### src/hdl/assert_macros.svh
// ---------------------------------------------------------------------------
// Assertion macros used by syscall_trace_filter_table.
// ---------------------------------------------------------------------------
`ifndef ASSERT_MACROS_SVH
`define ASSERT_MACROS_SVH

// Clocked check, ignored while reset is high.
`define ASSERT_CLK(lbl, prop, msg) \
  lbl: assert property (@(posedge clk) disable iff (rst) prop) else $error(msg);

// Clocked implication, next-cycle form, ignored while reset is high.
`define ASSERT_NEXT(lbl, pre, post, msg) \
  lbl: assert property (@(posedge clk) disable iff (rst) (pre) |=> (post)) else $error(msg);

`endif

### src/hdl/stft_pkg.sv
// ---------------------------------------------------------------------------
// stft_pkg
// Types and constants of the trace filter table.
// ---------------------------------------------------------------------------
package stft_pkg;

  // Default number of table slots
  localparam int ENTRIES_DEF = 16;

  // Field widths
  localparam int ACTION_W = 2;
  localparam int CODE_W   = 8;
  localparam int TOTAL_W  = 5;
  localparam int ADDR_W   = 4;
  localparam int DATA_W   = 32;

  // Action codes
  localparam logic [ACTION_W-1:0] ACT_ADD    = 2'd0;
  localparam logic [ACTION_W-1:0] ACT_REMOVE = 2'd1;
  localparam logic [ACTION_W-1:0] ACT_CHECK  = 2'd2;
  localparam logic [ACTION_W-1:0] ACT_CLEAR  = 2'd3;

  // Register indexes (byte address = 4 * index)
  localparam logic [1:0] REG_ENABLE = 2'd0;
  localparam logic [1:0] REG_MODE   = 2'd1;
  localparam logic [1:0] REG_START  = 2'd2;
  localparam logic [1:0] REG_END    = 2'd3;

  // Request word
  typedef struct packed {
    logic [ACTION_W-1:0] action;
    logic [CODE_W-1:0]   call_code;
  } req_word_t;

  // Response word
  typedef struct packed {
    logic               status;
    logic               record_call;
    logic [TOTAL_W-1:0] entry_total;
  } rsp_word_t;

endpackage

### src/hdl/syscall_trace_filter_table.sv
// ---------------------------------------------------------------------------
// syscall_trace_filter_table
// Set of call codes that selects which calls are traced, with add, remove,
// clear and check actions.
// ---------------------------------------------------------------------------
// Takes one request word per cycle and returns one response word for each.
// The request lands in an input register, then one pass of parallel
// compares against all slots resolves the action and loads the response
// register while the table updates at the same edge, so the following
// request already sees the new set. The request side stalls only while a
// response is waiting and the response register is still full. Add takes
// the lowest free slot. No clearing pass is needed after reset.
`include "assert_macros.svh"

module syscall_trace_filter_table
  import stft_pkg::*;
#(
  parameter int ENTRIES = ENTRIES_DEF
) (
  input  logic              clk,
  input  logic              rst,
  // request channel
  input  logic              req_valid,
  output logic              req_ready,
  input  req_word_t         req,
  // response channel
  output logic              rsp_valid,
  input  logic              rsp_ready,
  output rsp_word_t         rsp,
  // configuration port
  input  logic              psel,
  input  logic              penable,
  input  logic              pwrite,
  input  logic [ADDR_W-1:0] paddr,
  input  logic [DATA_W-1:0] pwdata,
  output logic [DATA_W-1:0] prdata,
  output logic              pready
);

  localparam int CNT_W = $clog2(ENTRIES + 1);

  // Configuration registers
  logic              trace_enabled;
  logic              trace_mode;
  logic [CODE_W-1:0] start_code;
  logic [CODE_W-1:0] end_code;

  // Table state
  logic [CODE_W-1:0]  entry_code [ENTRIES];
  logic [ENTRIES-1:0] entry_valid;
  logic [CNT_W-1:0]   entry_count;

  // Input stage
  logic      stage_valid;
  req_word_t stage;

  // Pass logic
  logic               advance;
  logic [ENTRIES-1:0] hit;
  logic [ENTRIES-1:0] free_slot;
  logic [ENTRIES-1:0] add_slot;
  logic               present;
  logic               full;
  logic [ENTRIES-1:0] entry_valid_next;
  logic [CNT_W-1:0]   entry_count_next;
  logic               do_write;
  rsp_word_t          rsp_next;

  // Register write/read
  logic cfg_write;

  assign pready    = 1'b1;
  assign cfg_write = psel & penable & pwrite & pready;

  always_ff @(posedge clk) begin
    if (rst) begin
      trace_enabled <= 1'b0;
      trace_mode    <= 1'b0;
      start_code    <= '0;
      end_code      <= '0;
    end else if (cfg_write) begin
      case (paddr[3:2])
        REG_ENABLE: trace_enabled <= pwdata[0];
        REG_MODE:   trace_mode    <= pwdata[0];
        REG_START:  start_code    <= pwdata[CODE_W-1:0];
        REG_END:    end_code      <= pwdata[CODE_W-1:0];
        default: ;
      endcase
    end
  end

  always_comb begin
    prdata = '0;
    case (paddr[3:2])
      REG_ENABLE: prdata = DATA_W'(trace_enabled);
      REG_MODE:   prdata = DATA_W'(trace_mode);
      REG_START:  prdata = DATA_W'(start_code);
      REG_END:    prdata = DATA_W'(end_code);
      default:    prdata = '0;
    endcase
  end

  // Handshake: stage moves on whenever the response register is empty or being read
  assign advance   = ~rsp_valid | rsp_ready;
  assign req_ready = ~stage_valid | advance;

  always_ff @(posedge clk) begin
    if (rst) begin
      stage_valid <= 1'b0;
    end else if (req_ready) begin
      stage_valid <= req_valid;
    end
  end

  always_ff @(posedge clk) begin
    if (req_valid && req_ready) begin
      stage <= req;
    end
  end

  // Parallel compare of the staged code against every slot
  always_comb begin
    for (int i = 0; i < ENTRIES; i++) begin
      hit[i] = entry_valid[i] && (entry_code[i] == stage.call_code);
    end
  end

  assign present   = |hit;
  assign full      = (entry_count >= CNT_W'(ENTRIES));
  assign free_slot = ~entry_valid;
  assign add_slot  = free_slot & (~free_slot + ENTRIES'(1));  // lowest free

  // Action decode
  always_comb begin
    entry_valid_next     = entry_valid;
    entry_count_next     = entry_count;
    do_write             = 1'b0;
    rsp_next.status      = 1'b0;
    rsp_next.record_call = 1'b0;
    case (stage.action)
      ACT_ADD: begin
        if (full || present) begin
          rsp_next.status = 1'b1;
        end else begin
          entry_valid_next = entry_valid | add_slot;
          entry_count_next = entry_count + CNT_W'(1);
          do_write         = 1'b1;
        end
      end
      ACT_REMOVE: begin
        if (!present) begin
          rsp_next.status = 1'b1;
        end else begin
          entry_valid_next = entry_valid & ~hit;
          entry_count_next = entry_count - CNT_W'(1);
        end
      end
      ACT_CHECK: begin
        rsp_next.record_call = trace_enabled
                            && (stage.call_code != start_code)
                            && (stage.call_code != end_code)
                            && (!trace_mode || present);
      end
      default: begin
        entry_valid_next = '0;
        entry_count_next = '0;
      end
    endcase
    rsp_next.entry_total = TOTAL_W'(entry_count_next);
  end

  // Table update, at the same edge that loads the response
  always_ff @(posedge clk) begin
    if (rst) begin
      entry_valid <= '0;
      entry_count <= '0;
    end else if (stage_valid && advance) begin
      entry_valid <= entry_valid_next;
      entry_count <= entry_count_next;
    end
  end

  always_ff @(posedge clk) begin
    for (int i = 0; i < ENTRIES; i++) begin
      if (stage_valid && advance && do_write && add_slot[i]) begin
        entry_code[i] <= stage.call_code;
      end
    end
  end

  // Response register
  always_ff @(posedge clk) begin
    if (rst) begin
      rsp_valid <= 1'b0;
    end else if (advance) begin
      rsp_valid <= stage_valid;
    end
  end

  always_ff @(posedge clk) begin
    if (stage_valid && advance) begin
      rsp <= rsp_next;
    end
  end

  // Checks
  `ASSERT_CLK(a_count_matches, (32'(entry_count) == $countones(entry_valid)), "count out of step with valid bits")
  `ASSERT_CLK(a_count_bound, (entry_count <= CNT_W'(ENTRIES)), "count above table size")
  `ASSERT_NEXT(a_reject_keeps_set, (stage_valid && advance && stage.action == ACT_ADD && rsp_next.status), $stable(entry_valid), "rejected add changed the set")
  `ASSERT_NEXT(a_stage_to_rsp, (stage_valid && advance), rsp_valid, "staged word produced no response")

endmodule
### config.mk
export PLATFORM = sky130hd
export DESIGN_NAME = syscall_trace_filter_table
export DESIGN_NICKNAME = d
export VERILOG_FILES = /design/src/hdl/stft_pkg.sv /design/src/hdl/syscall_trace_filter_table.sv
export VERILOG_INCLUDE_DIRS = /design/src /design/src/hdl
export SDC_FILE = /design/constraint.sdc
export NUM_CORES = 1
export LEC_CHECK = 0
export ABC_AREA = 1
export BUFFER_PORTS_ARGS = -buffer_cell sky130_fd_sc_hd__buf_2
export CELL_PAD_IN_SITES_DETAIL_PLACEMENT = 1
export CELL_PAD_IN_SITES_GLOBAL_PLACEMENT = 1
export CORE_MARGIN = 2
export CORE_UTILIZATION = 46
export CTS_CLUSTER_SIZE = 30
export DETAILED_ROUTE_END_ITERATION = 16
export PLACE_DENSITY = 0.9
export REMOVE_ABC_BUFFERS = 1
export SYNTH_ARGS = -nofsm -noshare
export SYNTH_HDL_FRONTEND = slang
export SYNTH_SLANG_ARGS = --single-unit
### constraint.sdc
create_clock -name clk -period 3.7 [get_ports clk]
set_input_delay 0.185 -clock clk [delete_from_list [all_inputs] [get_ports clk]]
set_output_delay 0.185 -clock clk [all_outputs]
set_load 0.005 [all_outputs]
; Yosys cells after proc, flatten, opt, wreduce, memory -nomap -nowiden
; Memories as Yosys holds them, arrays and structs flattened.
; Index checks and enable logic that the tools add are counted.
[word_totals]
reg_bits = 58
mem_bits_rw = 128
out_inout_bits = 42
wordCells = 209
memories = 1
[classes]
addsub = 3
order_cmp = 1
n_eq_ne = 25
mux = 89
n_bitwise = 13
n_reduce_logical = 64
[mem_list]
columns = name, depth, width, read_ports, rd_ports_with_merged_regs, write_ports, line_no
row1 = entry_code, 16, 8, 16, 0, 1, syscall_trace_filter_table.sv:49  ; logic [CODE_W-1:0] entry_code [ENTRIES];
[ops]
columns = cell, n
row1 = $eq A8 B8 Y1, 16
row2 = $pmux W32 S4, 1
row3 = $mux W8, 15
row4 = $reduce_or A8 Y1, 15
row5 = $mux W4, 15
row6 = $mux W1, 51
row7 = $not A16 Y16, 3
row8 = $pmux W16 S3, 1
row9 = $logic_and A1 B1 Y1, 38
row10 = $and A16 B16 Y16, 2
row11 = $mux W16, 2
row12 = $add A16 B1 Y16 const B, 1
row13 = $ne A8 B8 Y1, 2
row14 = $or A16 B16 Y16, 1
row15 = $reduce_or A16 Y1, 1
row16 = $pmux W5 S3, 1
row17 = $mux W5, 2
row18 = $reduce_and A2 Y1, 4
row19 = $eq A2 B2 Y1 const B, 3
row20 = $add A5 B1 Y5 const B, 1
row21 = $ge A5 B5 Y1 const B, 1
row22 = $sub A5 B1 Y5 const B, 1
row23 = $eq A2 B1 Y1 const B, 2
row24 = $logic_not A2 Y1, 2
row25 = other kinds (8), 14

; Depth between registers and ports, before layout
; Gate-level depths: netlist (run 1).
; An unclocked memory read counts as a cell.
[logic_depth]
word_depth = 27
mapped_depth = 18
depth_no_buf = 17

; Worst setup path before layout (run 1)
; No wires, ideal clock.
[synth_path]
kind = reg2reg
startpoint = register stage[1] in the netlist's numbering
endpoint = memory entry_code[3][0], in the netlist entry_code[0][24], enable pin
t_arrival_ps = 2603
required_time_ps = 3305
setup_slack_ps = 702
stages_incl_launch_ff = 15
synth_period_minus_slack_ps = 2998
path_cell_list = edfxtp_1 buf_6 buf_8 nand2_1 nand2_1 nand2_1 nor2_1 nand3_1 nand2_1 nor2_1 nand2_1 nor2_2 buf_6 nand4_2 nor4_1
[synth_via]
elab_chain_cells = 26
elab_cells_between_ends = 130
[synth_lines]
columns = item, line_no
row1 = "start, declared", syscall_trace_filter_table.sv:55  ; req_word_t stage;
row2 = "start signal, assigned", syscall_trace_filter_table.sv:117  ; stage <= req;
row3 = $eq A8 B8 Y1, syscall_trace_filter_table.sv:124  ; hit[i] = entry_valid[i] && (entry_code[i] == stage.call_code);
row4 = $logic_and A1 B1 Y1, syscall_trace_filter_table.sv:124
row5 = $reduce_or A16 Y1 *, syscall_trace_filter_table.sv:128  ; assign present = |hit;
row6 = $logic_or A1 B1 Y1 *, syscall_trace_filter_table.sv:142  ; if (full || present) begin
row7 = $mux W1 *, syscall_trace_filter_table.sv:142
row8 = $mux W1 *, syscall_trace_filter_table.sv:140  ; case (stage.action)
row9 = $logic_and A1 B1 Y1 *, syscall_trace_filter_table.sv:185  ; if (stage_valid && advance && do_write && add_slot[i]) begin
row10 = $logic_and A1 B1 Y1, syscall_trace_filter_table.sv:185
row11 = $mux W1, syscall_trace_filter_table.sv:185
row12 = $mux W1 (implied by the code), syscall_trace_filter_table.sv:186  ; entry_code[i] <= stage.call_code;
row13 = $reduce_or A8 Y1 (no line), --
row14 = $mux W4 (no line) or $mux W1 (tied branches) (15 in series), --
row15 = "end, declared", syscall_trace_filter_table.sv:49
; Every way passes the cells marked *; elsewhere a longest branch is shown, timed or not.

; Worst setup path after layout (run 1)
[layout_path]
startpoint = register stage[1] in the netlist's numbering
endpoint = register entry_valid[0]
[layout_via]
elab_chain_cells = 6
elab_cells_between_ends = 41
[layout_lines]
columns = item, line_no
row1 = $eq A8 B8 Y1, syscall_trace_filter_table.sv:124
row2 = $logic_and A1 B1 Y1, syscall_trace_filter_table.sv:124
row3 = $reduce_or A16 Y1 or $not A16 Y16 (tied branches), "syscall_trace_filter_table.sv:128, syscall_trace_filter_table.sv:154"
row4 = $logic_or A1 B1 Y1 or $and A16 B16 Y16 (tied branches), "syscall_trace_filter_table.sv:142, syscall_trace_filter_table.sv:154"
row5 = $ne A2 B2 Y1 (no line) or $mux W16 (tied branches), --
row6 = $reduce_and A4 Y1 (no line) or $pmux W16 S3 (tied branches), --
row7 = "end signal, assigned", syscall_trace_filter_table.sv:178  ; entry_valid <= entry_valid_next;
row8 = "end, declared", syscall_trace_filter_table.sv:50  ; logic [ENTRIES-1:0] entry_valid;
; Several ways; a longest one is shown, not always the timed one. The select of a mux whose other input is x is not followed.
; A chain may end at the register's enable or synchronous reset.

==> results.yml, run 1 <==
status:
  status: "completed"
place:
  gp_congestion: 0.819
  pre_cts_slack_ns: 0.653
  dp_hpwl_um: 15000
  io_buffers: 43
floorplanning:
  core.rowCount: 51
  core-area_sq_um: 19600
  die_w_um: 146
  start_util_pct: 47.3
  die_h_um: 146
  boundaryPins: 95
  die_area_sq_um: 21300
pwr:
  switchingPower_mw: 1.10
  pwr_density_cell_nw_per_um2: 443
  ir_drop_v: 0.000341
  swShare_pct: 24.0
  intPower_mw: 3.50
  combPwrFrac_pct: 8.5
  seq_power_share_pct: 50.5
  clock_power_share_pct: 41.0
  power.leakage_nw: 4.04
worst_hold_path:
  hp-class: "in -> reg"
  holdPathEnd: "end_code[0]"
  holdPathStages: 3
  hold_start: "pwdata[0]"
routing:
  drc: 0
  routed_wl_um: 23500
  firstDrtPassIters: 7
  wire_per_inst_um: 18.5
  drt_first_iter_violations: 422
  num_vias: 6668
  vias_per_cell: 5.25
  final_antenna_net_count: 0
clocking:
  hold_buffers: 17
  cts_sinks: 186
  clk_latency_ns: 0.44
  cts_tree: "done"
  numCtsBuffers: 17
  cts_setup_buffers: 0
  h-tree-depth: 4
  clk_pin_slew_worst_paths_ns: 0.07
  clockBufferDepth: 2
  root_buffer: "clkbuf_16"
  cts_resized: 0
yosys:
  yosys_warnings: 0
  synth_edf_count: 145
  ys_seq_area_share_pct: 55.8
  synth-seq-cells: 186
  netlist_instances: 923
  synth_flop_cell: "edfxtp_1"
  syn_area_per_cell_sq_um: 10.0
  synth.distinct_cells: 40
  async_flop_share_pct: 0
  syn_area_sq_um: 9270
sta:
  fin_ws_ns: 0.542
  max_freq_ghz: 0.317
  fin_hold_ws_ns: 0.0345
  finalMaxSlewViolations: 0
  post-route-period-util_pct: 85.3
  period_minus_slack_ns: 3.16
  rsz0062_at_grt: "false"
  slew_headroom_pct: 24.6
  setup_violations: 0
  worst_slew_pin_slew_ns: 1.13
  hold_violations: 0
  skew_ns: 0.0122
critical_path:
  crit_family: "simple AND/OR/NAND/NOR gates"
  critPathSlowestCell: "edfxtp_1"
  cp.arrival_ns: 3.49
  path_class: "reg -> reg"
  crit_start: "stage[1]"
  required_ns: 4.03
  path_cells: "buf_4 > xnor2_1 > nand2_1 > nor2_1 > nand3_1 > nand2_1 > nor2_1 > nand2_1 > nor2_2 > buf_4 > nand2_1 > nand2_2 > nand3_2 > buf_4 > inv_1 > nor2_1 > nor2_1"
  crit_buf_inv: 4
  r2r_setup_slack_ns: 0.54
  critPathCaptureType: "flop"
  worstReg2RegEnd: "entry_valid[0]"
  worstPathMaxFanout: 29
  r2r_cells: 17
  cp_slowest_stage_delay_ns: 0.71
  r2r_start: "stage[1]"
  startpoint_type: "flop"
run:
  drv_cap: 0
grt:
  gr-total-overflow: 0
  grt_max_degree: 35
  grt_pass1_wl_um: 37700
  grt_pass1_vias: 7407
  antenna_found_initial: 0
  track_usage_pct: 22.7
final_layout:
  final_cell_mix: "nand2_1 (202), edfxtp_1 (145), xnor2_1 (131), nor2_1 (103), inv_1 (73)"
  drive_above_1_share_pct: 12.6
  nFillCells: 2191
  seqCellArea_sq_um: 5170
  multi_input_area_sq_um: 3430
  fin_nets: 1048
  syn_to_final_growth_pct: 12.2
  diodes: 0
  final_common_cell: "nand2_1"
==> Yosys cell counts, types with 11 or more instances <==
library cell | instances | area (sq um)
nand3_1 | 43 | 215
inv_1 | 73 | 274
dfxtp_1 | 41 | 821
nor2_2 | 11 | 68.8
o21ai_0 | 25 | 125
buf_4 | 25 | 188
nor2_1 | 103 | 387
edfxtp_1 | 145 | 4350
nand2_1 | 202 | 758
nand4_1 | 12 | 75.1
xnor2_1 | 131 | 1150
buf_6 | 14 | 158
a21oi_1 | 30 | 150
==> metal layers <==
| layer | wire (um) | global-route usage [%] | vias to the layer above |
|---|---|---|---|
| li1 | - | - | 3120 |
| met1 | 9360 | 26.2 | 3319 |
| met2 | 12600 | 42.0 | 188 |
| met3 | 1030 | 3.95 | 41 |
| met4 | 493 | 8.63 | 0 |
| met5 | 0 | 0 | - |
==> worst register-to-register path, stage by stage (launching register included) <==
cell and delay [ns]:
edfxtp_1 0.71, buf_4 0.30, xnor2_1 0.15, nand2_1 0.08, nor2_1 0.17, nand3_1 0.10
nand2_1 0.14, nor2_1 0.07, nand2_1 0.07, nor2_2 0.06, buf_4 0.17, nand2_1 0.12
nand2_2 0.13, nand3_2 0.10, buf_4 0.35, inv_1 0.12, nor2_1 0.13, nor2_1 0.06
==> through the flow <==
stage                     utilization [%]  TNS (ns)  total power, mW  area [sq um]  cells
after floorplan                         -     -1.21             2.60          8890    891
after global placement               49.0         0             2.71          9610   1222
after detailed placement             49.0         0             2.74          9610   1222
after CTS                            53.1         0             4.63         10400   1271
after global routing                 53.1         0             4.74         10400   1271
final                                53.1         0             4.61         10400   1271
==> layout make-up <==
class | count | share of cell area (%)
flip-flops and latches | 186 | 49.8
repair buffers | 83 | 5.37
clock buffers | 25 | 5.40
clock inverters | 7 | 0.566
well taps | 265 | 3.19
inverters | 75 | 2.71
multi-input cells | 630 | 33.0
==> registers in the layout, indices dropped and copies added (netlist names) <==
signal,cells
end_code,8
start_code,8
rsp,7
trace_mode,1
stage_valid,1
entry_code,128
stage,10
rsp_valid,1
entry_valid,16
trace_enabled,1
entry_count,5
==> how the worst max path moves through the flow <==
stage	to	slack, ns	cells after the start
5_1_grt	entry_valid[0]	0.24	17
6_report	entry_valid[0]	0.54	17
2_1_floorplan	entry_code[0][24]	-0.05	12
3_3_place_gp	entry_valid[4]	0.80	17
4_1_cts	entry_valid[6]	0.54	17
3_5_place_dp	entry_valid[0]	0.65	17
==> power groups by stage <==
stage | sequential (mW) | clock (mW) | combinational (mW)
after floorplan | 2.40 | 0 | 0.208
after global placement | 2.37 | 0 | 0.345
after detailed placement | 2.37 | 0 | 0.371
after CTS | 2.32 | 1.91 | 0.393
after global routing | 2.33 | 1.98 | 0.434
final | 2.32 | 1.89 | 0.392
==> cell families (layout without fill, tap and decap cells) <==
| kind of cell | count (synthesis) | count (layout) | synth area share [%] |
|---|---|---|---|
| and+or+nand+nor | 391 | 391 | 17.9 |
| adders and majority gates | 2 | 2 | 0.270 |
| xor gates and xnor gates | 135 | 135 | 12.8 |
| buffers and inverters | 130 | 190 | 8.05 |
| other | 2 | 25 | 0.0810 |
| DFF | 186 | 186 | 55.8 |
| AOI/OAI and AO/OA | 77 | 77 | 5.05 |
Power figures use the tool's default switching activity.
==> run 2: changes to the inputs <==
--- a/config.mk
+++ b/config.mk
@@ -10,10 +10,11 @@
 export BUFFER_PORTS_ARGS = -buffer_cell sky130_fd_sc_hd__buf_2
 export CELL_PAD_IN_SITES_DETAIL_PLACEMENT = 1
 export CELL_PAD_IN_SITES_GLOBAL_PLACEMENT = 1
-export CORE_MARGIN = 2
+export CORE_MARGIN = 1.5
 export CORE_UTILIZATION = 46
 export CTS_CLUSTER_SIZE = 30
 export DETAILED_ROUTE_END_ITERATION = 16
+export HOLD_SLACK_MARGIN = 0.15
 export PLACE_DENSITY = 0.9
 export REMOVE_ABC_BUFFERS = 1
 export SYNTH_ARGS = -nofsm -noshare
==> run 2 against run 1 <==
- global-route usage up 0.58 points
- fmax is 7.1% lower
- worst hold slack improved by 0.19 ns
- cell count increased by 0.39%
- critical path depth unchanged
- sequential power is essentially flat
- worst setup slack got worse by 0.24 ns
- power rose by 2.2%
- critical path type unchanged
- highest routed layer unchanged
==> results.yml, run 2 (synthesized netlist as in run 1, its figures left out) <==
status:
  status: "completed"
pwr:
  clock_power_share_pct: 42.1
  intPower_mw: 3.58
  combPwrFrac_pct: 8.4
  seq_power_share_pct: 49.5
  pwr_density_cell_nw_per_um2: 449
  switchingPower_mw: 1.13
  power.leakage_nw: 4.06
  ir_drop_v: 0.000342
  swShare_pct: 24.1
critical_path:
  required_ns: 4.04
  crit_buf_inv: 4
  worstPathMaxFanout: 29
  startpoint_type: "flop"
  path_cells: "buf_12 > xnor2_1 > nand2_1 > nor2_1 > nand3_1 > nand2_1 > nor2_1 > nand2_1 > nor2_2 > buf_4 > nand2_1 > nand2_2 > nand3_2 > buf_4 > inv_1 > nor2_1 > nor2_1"
  cp_slowest_stage_delay_ns: 1.02
  r2r_cells: 17
  crit_family: "simple AND/OR/NAND/NOR gates"
  path_class: "reg -> reg"
  critPathCaptureType: "flop"
  cp.arrival_ns: 3.74
  cp.depth: 17
  critPathSlowestCell: "edfxtp_1"
grt:
  antenna_found_initial: 0
  gr-total-overflow: 0
  grt_pass1_wl_um: 37900
  grt_max_degree: 35
  grt_pass1_vias: 7358
  track_usage_pct: 23.3
sta:
  fin_hold_ws_ns: 0.221
  rsz0062_at_grt: "false"
  post-route-period-util_pct: 91.9
  period_minus_slack_ns: 3.40
  hold_violations: 0
  slew_headroom_pct: 27.8
  max_freq_ghz: 0.294
  finalMaxSlewViolations: 0
  tns_ns: 0
  setup_violations: 0
  worst_slew_pin_slew_ns: 1.08
  skew_ns: 0.0158
floorplanning:
  die_h_um: 145
  die_area_sq_um: 21000
  die_w_um: 145
  start_util_pct: 47.3
  boundaryPins: 95
  core-area_sq_um: 19600
  core.rowCount: 51
run:
  drv_cap: 0
clocking:
  root_buffer: "clkbuf_16"
  clk_latency_ns: 0.45
  cts_tree: "done"
  cts_sinks: 186
  cts_setup_buffers: 0
  clockBufferDepth: 2
  numCtsBuffers: 17
  clk_pin_slew_worst_paths_ns: 0.07
  h-tree-depth: 4
final_layout:
  diodes: 0
  syn_to_final_growth_pct: 13.1
  multi_input_area_sq_um: 3430
  final_common_cell: "nand2_1"
  drive_above_1_share_pct: 12.6
  final_cell_mix: "nand2_1 (202), edfxtp_1 (145), xnor2_1 (131), nor2_1 (103), inv_1 (73)"
  top_register: "entry_code"
  seqCellArea_sq_um: 5170
  nFillCells: 2186
  largest_reg_flops: 128
  fin_nets: 1053
  largestRegisters: "entry_code x128, entry_valid x16, stage x10"
routing:
  num_vias: 6685
  drt_first_iter_violations: 351
  vias_per_cell: 5.24
  drc: 0
  routed_wl_um: 23600
  final_antenna_net_count: 0
  wire_per_inst_um: 18.5
  firstDrtPassIters: 4
worst_hold_path:
  hp-class: "in -> reg"
  holdPathStages: 4
place:
  io_buffers: 43
  dp_hpwl_um: 15200
  gp_congestion: 0.813
[run 2: worst paths after layout]
kind | from | slack [ns] | to
hold reg to reg | start_code[6] | 0.50 | start_code[6]
setup reg to reg | stage[1] | 0.30 | entry_valid[0]
setup / recovery | stage[1] | 0.30 | entry_valid[0]
hold / removal | penable | 0.22 | trace_enabled
[run 2: tightest hold or removal path: stages]
cell	delay, ns
buf_2	0.10
nand3_1	0.13
o21ai_0	0.11
a21oi_1	0.11
[run 2: layer usage]
metal	vias up	track usage [%]	wire length [um]
li1	3125	-	-
met1	3298	26.1	9350
met2	196	43.0	12500
met3	66	4.53	1030
met4	0	9.74	697
met5	-	0	0
[run 2: area by class of cell]
class,instances,share of cell area (%)
Clock buffer,17,4.06
Sequential cell,186,49.4
Tap cell,265,3.16
Inverter,75,2.69
Multi-Input combinational cell,630,32.8
Clock inverter,15,1.98
Timing Repair Buffer,88,5.95
[run 2: what timing repair did]
item / CTS / global route
hold buffers: 23 / 0
hold endpoints to repair: 34 / 0
resized for setup: 0 / 0
[run 2: power groups by stage]
stage	clock (mW)	sequential (mW)	combinational, mW
after floorplan	0	2.40	0.208
after global placement	0	2.37	0.342
after detailed placement	0	2.37	0.369
after CTS	2.00	2.33	0.394
after global routing	2.08	2.33	0.436
final	1.98	2.33	0.395
[run 2: per-stage QoR]
stage | instance area [sq um] | power (mW) | setup WS, ns | utilization [%] | cells
3_3_place_gp | 9610 | 2.71 | 0.616 | 49.1 | 1221
2_1_floorplan | 8890 | 2.60 | -0.0506 | - | 891
5_1_grt | 10500 | 4.85 | 0.111 | 53.5 | 1276
4_1_cts | 10500 | 4.72 | 0.338 | 53.5 | 1276
3_5_place_dp | 9610 | 2.74 | 0.417 | 49.1 | 1221
6_report | 10500 | 4.71 | 0.301 | 53.5 | 1276
==> run 3: changes to the inputs <==
--- a/config.mk
+++ b/config.mk
@@ -8,8 +8,10 @@
 export LEC_CHECK = 0
 export ABC_AREA = 1
 export BUFFER_PORTS_ARGS = -buffer_cell sky130_fd_sc_hd__buf_2
+export CAP_MARGIN = 25
 export CELL_PAD_IN_SITES_DETAIL_PLACEMENT = 1
 export CELL_PAD_IN_SITES_GLOBAL_PLACEMENT = 1
+export CORE_ASPECT_RATIO = 1.25
 export CORE_MARGIN = 1.5
 export CORE_UTILIZATION = 46
 export CTS_CLUSTER_SIZE = 30
==> run 3 against run 2 <==
- sequential power barely moved
- design area decreased by 0.44%
- clock power fell by 10%
- fmax down 2.3%
- combinational power increased by 5%
- count of clock-buffer cells in the layout rose by 2
- global-route usage up 1.5 points
- critical path type unchanged
- critical endpoint is now entry_valid[6]
- largest cell class unchanged
==> results.yml, run 3 (synthesized netlist as in run 1, its figures left out) <==
grt:
  gr-total-overflow: 0
  track_usage_pct: 24.8
  antenna_found_initial: 0
  grt_max_degree: 36
  grt_pass1_wl_um: 39300
  grt_pass1_vias: 7520
final_layout:
  final_cell_mix: "nand2_1 (202), edfxtp_1 (145), xnor2_1 (131), nor2_1 (103), inv_1 (73)"
  drive_above_1_share_pct: 11.9
  syn_to_final_growth_pct: 12.6
  design_area_sq_um: 10400
  largestRegisters: "entry_code x128, entry_valid x16, stage x10"
  top_register: "entry_code"
  diodes: 0
  fin_nets: 1055
  largest_reg_flops: 128
  final_common_cell: "nand2_1"
sta:
  setup_violations: 0
  fin_hold_ws_ns: 0.355
  fin_ws_ns: 0.223
  hold_violations: 0
  period_minus_slack_ns: 3.48
  finalMaxSlewViolations: 0
  skew_ns: 0.0104
  slew_headroom_pct: 50.7
  rsz0062_at_grt: "false"
  post-route-period-util_pct: 94.0
  max_freq_ghz: 0.288
  worst_slew_pin_slew_ns: 0.735
status:
  status: "completed"
routing:
  firstDrtPassIters: 5
  final_antenna_net_count: 0
  drt_first_iter_violations: 571
  vias_per_cell: 5.40
  num_vias: 6895
  wire_per_inst_um: 20.1
  drc: 0
  routed_wl_um: 25700
clocking:
  h-tree-depth: 4
  numCtsBuffers: 17
  clk_latency_ns: 0.44
  clk_pin_slew_worst_paths_ns: 0.07
  root_buffer: "clkbuf_16"
  cts_setup_buffers: 0
  cts_sinks: 186
  clockBufferDepth: 2
  cts_tree: "done"
place:
  dp_hpwl_um: 14800
  pre_cts_slack_ns: 0.554
  io_buffers: 43
  gp_congestion: 0.838
  place_area_sq_um: 9590
pwr:
  swShare_pct: 24.4
  clock_power_share_pct: 39.4
  switchingPower_mw: 1.10
  combPwrFrac_pct: 9.1
  intPower_mw: 3.42
  ir_drop_v: 0.000338
  pwr_density_cell_nw_per_um2: 434
  seq_power_share_pct: 51.5
  power.leakage_nw: 4.04
floorplanning:
  die_h_um: 162
  die_area_sq_um: 21000
  boundaryPins: 95
  core-area_sq_um: 19600
  start_util_pct: 47.2
  core.rowCount: 57
  die_w_um: 130
critical_path:
  required_ns: 4.02
  path_class: "reg -> reg"
  r2r_start: "stage[4]"
  worstPathMaxFanout: 29
  crit_start: "stage[4]"
  startpoint_type: "flop"
  cp.arrival_ns: 3.80
  critPathCaptureType: "flop"
worst_hold_path:
  hold_start: "penable"
  hp-class: "in -> reg"
run:
  drv_cap: 0
-- run 3: changes by cell type in the layout (fill, tap and decap cells not counted), moves of 2 or more --
cell / change
inv_6: -5
clkinv_1: +4
bufinv_16: -2
clkbuf_1: +2
dlygate4sd3_1: +2
-- run 3: power by group through the flow --
stage / Clock, mW / Combinational, mW / Sequential, mW
after global placement: 0 / 0.342 / 2.37
after CTS: 1.79 / 0.399 / 2.33
after detailed placement: 0 / 0.366 / 2.37
after global routing: 1.86 / 0.450 / 2.33
final: 1.78 / 0.414 / 2.33
after floorplan: 0 / 0.208 / 2.40
-- run 3: final timing paths --
path | to | slack [ns] | cells past startpoint
max | entry_valid[6] | 0.22 | 17
min | trace_enabled | 0.36 | 4
max reg2reg | entry_valid[6] | 0.22 | 17
min reg2reg | start_code[6] | 0.49 | 2
-- run 3: stage by stage --
| step | setup TNS (ns) | cells | util (%) | power (mW) |
|---|---|---|---|---|
| 5_1_grt | 0 | 1278 | 53.2 | 4.64 |
| 4_1_cts | 0 | 1277 | 53.0 | 4.52 |
| 3_5_place_dp | 0 | 1220 | 48.9 | 2.74 |
| 3_3_place_gp | 0 | 1220 | 48.9 | 2.71 |
| 6_report | 0 | 1278 | 53.2 | 4.53 |
| 2_1_floorplan | -1.21 | 891 | - | 2.60 |
-- run 3: layout make-up --
cell class / instances / area (sq um)
inverter: 75 / 282
clock inverter: 13 / 126
multi-input combinational: 630 / 3430
tap: 265 / 332
timing repair buffer: 90 / 651
sequential: 186 / 5170
clock buffer: 19 / 433
fill: 2160 / 9180
-- run 3: timing repair --
action | in CTS | in global routing
resized for setup | 0 | 0
hold buffers | 25 | 0
hold endpoints to repair | 30 | 0
-- run 3: routing by layer --
| layer | part of all wire, % | track usage (%) |
|---|---|---|
| met2 | 54 | 45.6 |
| met3 | 5.1 | 3.95 |
| met1 | 38 | 27.7 |
| met5 | 0 | 0 |
| met4 | 3.7 | 11.8 |
-- run 3: worst max-delay path, cell delays in order (launching register included) --
cell	delay (ns)
edfxtp_1	0.73
buf_4	0.36
xnor2_1	0.17
nand2_1	0.08
nor2_1	0.19
nand3_1	0.14
nand2_1	0.15
nor2_1	0.06
nand2_1	0.09
nor2_2	0.07
buf_4	0.18
nand2_1	0.14
nand2_2	0.14
nand3_2	0.10
buf_4	0.38
nand2_1	0.16
nand2_1	0.13
nor2_1	0.06
